**config.mk**
```make
export PLATFORM = sky130hd
export DESIGN_NAME = gcsb_flow
export DESIGN_NICKNAME = d
export VERILOG_FILES = /design/src/rtl/core/gcsb_pkg.sv /design/src/rtl/core/gcsb_flow.sv
export SDC_FILE = /design/constraint.sdc
export NUM_CORES = 1
export LEC_CHECK = 0
export BUFFER_PORTS_ARGS = -buffer_cell sky130_fd_sc_hd__buf_4
export CAP_MARGIN = 20
export CORE_AREA = 8 8 45 47
export DETAILED_ROUTE_END_ITERATION = 10
export DIE_AREA = 0 0 53 55
export GPL_ROUTABILITY_DRIVEN = 0
export PLACE_DENSITY = 0.59
export SLEW_MARGIN = 0
export SYNTH_ARGS = -nofsm -noshare
export SYNTH_HDL_FRONTEND = slang
export SYNTH_SLANG_ARGS = --single-unit
```
**constraint.sdc**
```tcl
create_clock -name clk -period 1.4 [get_ports clk]
set_input_delay 0 -clock clk [delete_from_list [all_inputs] [get_ports clk]]
set_output_delay 0 -clock clk [all_outputs]
set_load 0.01 [all_outputs]
```
**src/rtl/core/gcsb_pkg.sv**
```systemverilog
// Package for the grid cell signature and bucket block.
// Hash constants, configuration codes, the flow-control struct and small bit helpers.
// No dependencies.
`default_nettype none

package gcsb_pkg;

  localparam int HASH_FN_COUNT = 2;
  localparam int NUM_STAGES    = 9;
  localparam int BUCKET_W      = 20;
  localparam int CFG_IDX_W     = 2;
  localparam int CFG_DATA_W    = 5;

  // configuration register indexes
  localparam logic [CFG_IDX_W-1:0] CFG_GRID_LAYOUT    = 2'd0;
  localparam logic [CFG_IDX_W-1:0] CFG_SIGNATURE_MODE = 2'd1;
  localparam logic [CFG_IDX_W-1:0] CFG_BUCKET_LOG2    = 2'd2;

  // layout and mode codes
  localparam logic [1:0] LAYOUT_4D      = 2'd2;
  localparam logic [1:0] MODE_XXHASH    = 2'd1;
  localparam logic [1:0] MODE_ZORDER    = 2'd2;

  localparam logic [4:0] BUCKET_LOG2_RESET = 5'd10;
  localparam logic [4:0] BUCKET_LOG2_MAX   = 5'd20;

  localparam logic [31:0] M1      = 32'd73856093;
  localparam logic [31:0] M2      = 32'd19349663;
  localparam logic [31:0] M3      = 32'd83492791;
  localparam logic [31:0] XP2     = 32'd2246822519;
  localparam logic [31:0] XP3     = 32'd3266489917;
  localparam logic [31:0] XP4     = 32'd668265263;
  localparam logic [31:0] XP5     = 32'd374761393;
  localparam logic [31:0] PCG_MUL = 32'd747796405;
  localparam logic [31:0] PCG_ADD = 32'd2891336453;
  localparam logic [31:0] PCG_FIN = 32'd277803737;

  typedef struct packed {
    logic [NUM_STAGES-1:0] load;
    logic                  in_ready;
    logic                  out_valid;
  } gcsb_flow_t;

  function automatic logic [31:0] rotl17(input logic [31:0] v);
    return {v[14:0], v[31:15]};
  endfunction

  // Z-order, 3D: bit j of axis d lands at 3j+d, anything past bit 31 drops
  function automatic logic [31:0] morton3(input logic [31:0] ux, input logic [31:0] uy,
                                          input logic [31:0] uz);
    logic [31:0] r;
    r = '0;
    for (int j = 0; j < 11; j++) begin
      r[3*j] = ux[j];
      if (3*j+1 < 32) r[3*j+1] = uy[j];
      if (3*j+2 < 32) r[3*j+2] = uz[j];
    end
    return r;
  endfunction

  // Z-order, 4D: low byte of each axis, bit b of axis d at 4b+d
  function automatic logic [31:0] morton4(input logic [31:0] ux, input logic [31:0] uy,
                                          input logic [31:0] uz, input logic [31:0] ut);
    logic [31:0] r;
    r = '0;
    for (int b = 0; b < 8; b++) begin
      r[4*b]   = ux[b];
      r[4*b+1] = uy[b];
      r[4*b+2] = uz[b];
      r[4*b+3] = ut[b];
    end
    return r;
  endfunction

endpackage

`default_nettype wire

```
**src/rtl/core/gcsb_flow.sv**
```systemverilog
// Valid bits and per-stage load enables for the hash pipeline.
// A stage loads when it is empty or its successor loads, so bubbles squeeze out.
// Depends on gcsb_pkg.
`default_nettype none

module gcsb_flow import gcsb_pkg::*; (
  input  wire logic clk,
  input  wire logic rst_n,
  input  wire logic in_valid,
  input  wire logic out_ready,
  output gcsb_flow_t flow
);

  logic [NUM_STAGES-1:0] valid_r;
  logic [NUM_STAGES-1:0] valid_nxt;
  logic [NUM_STAGES-1:0] load;

  always_comb begin
    load[NUM_STAGES-1] = ~valid_r[NUM_STAGES-1] | out_ready;
    for (int k = NUM_STAGES-2; k >= 0; k--) begin
      load[k] = ~valid_r[k] | load[k+1];
    end
  end

  always_comb begin
    valid_nxt = valid_r;
    if (load[0]) valid_nxt[0] = in_valid;
    for (int k = 1; k < NUM_STAGES; k++) begin
      if (load[k]) valid_nxt[k] = valid_r[k-1];
    end
  end

  always_ff @(posedge clk) begin
    if (!rst_n) begin
      valid_r <= '0;
    end else begin
      valid_r <= valid_nxt;
    end
  end

  assign flow.load      = load;
  assign flow.in_ready  = load[0];
  assign flow.out_valid = valid_r[NUM_STAGES-1];

endmodule

`default_nettype wire

```
==> results.md <==
- RSZ-0062 raised after global routing: no
- Crit Path Max Fanout: 4
- Synth Net Count: 49
- Crit path required time: between 1000 and 1500 ps
- # setup viols final: 0
- Max clock buf depth: 2
- First-pass iteration count of the detailed router: 2
- Cells along the critical path: nand2_1, nor3_4, nand3_2, buf_4
- Wirelength per Cell: 10.6 µm
- Worst-skew pair later-pin latency: 260 ps
- Multi-input gate area: around 180 µm²
- Setup TNS: 0 ps
- Fraction of registers with async set/reset: 0%
- Slew @ Worst Pin: approximately 240 ps
- Core Area: 1380 µm²
- CTS tree: built
- XOR/XNOR Fraction of Synth Area: 0%
- First-pass GRT wire length: 1260 µm
- PortBufs: 14
- Layout Utilization: around two fifths
- Dominant cell type by area after synthesis: dfxtp_1
- Seq/Total Area, Yosys: 46.9%
- Adder-cell share of the synthesized area: 0%
- Hold Fails Final Rpt: 0
- CTS H-tree lvls: 1
- Vias: 343
- Die ar.: 2920 µm²
- Area after DPL: 490 µm²
- Initial antenna violation count: 0
- Crit. End Element: output port
- Total Wirelength: 841 µm
- Worst Hold Path Cells: 3
- EDFF count, synth: 0
- I/O pin cnt: 15
- Ranking of synthesized cells by area: dfxtp_1 47%, nand2_1 9.8%, nand3_1 6.5%, o21a_1 5.9%, o21ai_2 4.6%
- Synth Warn #: 0
- Largest net degree at the start of global routing: 14
- Clk_skew: 4.46 ps
- Iteration-0 DRC Markers: 2
- N_diodes: 0
- FF+latch count, synth: 9
- Unique masters post-synth: 17
- Die height: 55 µm
- Root Driver: clkbuf_4
- Top cell type's share of synthesized area: ~47%
- PD cells: 875 nW/µm²
- Pins Over Slew Limit: 0
- Mux share of post-synthesis cell area: 0%
- Simple-gate share of the synthesized area: 28.0%
- Cell row count: 14
- Slew headroom: 84.0%
- Biggest register: valid_r
- Critical Path Max Stage Delay: 390 ps
- Initial core utilization: 27.8%
- Max Fclk: 763 MHz
- Crit-path slowest cell: dfxtp_1
- Reg area: approximately 180 µm²
- Max-Cap Viols: 0
- Overall routing resource usage: 6.09%
- Remaining DRCs: 0
- Hold crit path type: input pin to register
- Max reg flops: 9
- Syn Std Cell Area: around 380 µm²
- Largest family of logic cells by synthesized area: simple AND/OR/NAND/NOR gates
- Vias in the first global route: 301
- WP data arrival: 1310 ps
- Synth Area in Compound Gates: 16.3%
- Clock slew seen by the registers of the worst setup and hold paths: about 60 ps
- Worst Reg2Reg Path Length in Cells: 4
- Status: finished, final reports clean
- Crit Path Class: register to output port
- CTS sink cnt: 9
- Gr ovfl total: 0
- Largest registers: valid_r x9
- Final net count: 68
- Post-DP HPWL: between 600 and 700 µm
- Gate Count Post-Synth: 45
- Layout cell share with drive strength beyond 1: 49.2%
- Synthesized area per cell: between 8 and 9 µm²
- Fillers: 150
- Pleak: 0.217 nW
- Min cycle time layout: 1310 ps
- CP startpoint kind: register
- Die X: 53 µm
- ANT nets after route: 0
- Cts bufs inserted: 3
- Post-route cell area: ~550 µm²
- Synth Flop Type: dfxtp_1
- Syn-to-layout area delta: 43.3%
- Routed vias/inst: 4.34
- Final worst-path cycle share: 93.6%
- Max VDD drop: 0.538 mV
per-layer routing:
layer | global-route usage, % | vias up | share of wire (%)
met3 | 4.55 | 2 | 7.7
met1 | 6.61 | 148 | 46
met2 | 8.20 | 10 | 44
li1 | - | 183 | -
met4 | 3.88 | 0 | 2.9
met5 | 0 | - | 0
where the power goes:
part	total, mW	internal, mW	switching [mW]	leakage [nW]
clock	0.196	0.110	0.0862	0.0150
combinational	0.0207	0.0119	0.00872	0.128
sequential	0.265	0.261	0.00445	0.0746
cells in the final DEF, fill, tap and decap left out:
master / netlist / layout
buf_4: 2 / 16
clkbuf_4: 0 / 3
dlygate4sd3_1: 0 / 1
nor2b_1: 1 / 1
nor2_2: 1 / 1
dfxtp_2: 0 / 3
o21ai_1: 2 / 2
o21ai_2: 2 / 2
clkbuf_1: 1 / 1
nand2_1: 10 / 10
a21oi_1: 1 / 1
dfxtp_1: 9 / 6
nand3_1: 5 / 4
and3b_2: 1 / 1
o21a_1: 3 / 3
nand2b_1: 1 / 1
a21boi_0: 1 / 1
nand3_2: 0 / 1
inv_1: 1 / 1
nor3_4: 1 / 1
inv_2: 3 / 3
path summary, 6_finish.rpt:
| check | to | slack, ps | start |
|---|---|---|---|
| worst max-delay path | flow[2] | 90 | valid_r[6]$_SDFFE_PN0P_ |
| worst min-delay path | valid_r[8]$_SDFFE_PN0P_ | 50 | out_ready |
| worst max register to register | valid_r[2]$_SDFFE_PN0P_ | 310 | valid_r[6]$_SDFFE_PN0P_ |
| worst min register to register | valid_r[3]$_SDFFE_PN0P_ | 440 | valid_r[2]$_SDFFE_PN0P_ |
Yosys cell counts, types with 2 or more instances:
library cell,count
nand3_1,5
buf_4,2
o21ai_1,2
o21ai_2,2
nand2_1,10
inv_2,3
dfxtp_1,9
o21a_1,3
timing repair:
| action | in CTS | in global routing |
|---|---|---|
| hold buffers | 1 | 0 |
| hold endpoints to repair | 1 | 0 |
| pin swaps | 2 | 0 |
| setup endpoints to repair | 4 | 2 |
| setup buffers | 2 | 0 |
| resized for setup | 1 | 3 |
| gates cloned | 0 | 0 |
worst max-delay path, delay by kind of cell, from the launching register on:
family / cells / cell delay [ps]
simple gates: 3 / 520
flops: 1 / 390
buf+inv: 1 / 150
logic make-up after synthesis:
kind of cell,Yosys count
flip-flops,9
AND/OR/NAND/NOR,20
AO/OA/AOI/OAI,9
buffers and inverters,7
stage by stage:
stage                     std cells  power, mW  hold WS [ps]  setup slack [ps]
final                            79      0.482          45.7              89.0
after CTS                        79      0.496          36.1              28.8
after floorplan                  45      0.280           113               211
after detailed placement         72      0.289           201               209
after global placement           72      0.289           198               234
after global routing             79      0.509          45.6              3.81
final cells by class:
type                    instances  area share (%)
flip-flops and latches          9            33.4
multi-input cells              29            31.8
repair buffers                 17            23.6
clock buffers                   4            4.77
well taps                      16            3.64
inverters                       4            2.73
Note: power is estimated with default switching activity, not from simulation.
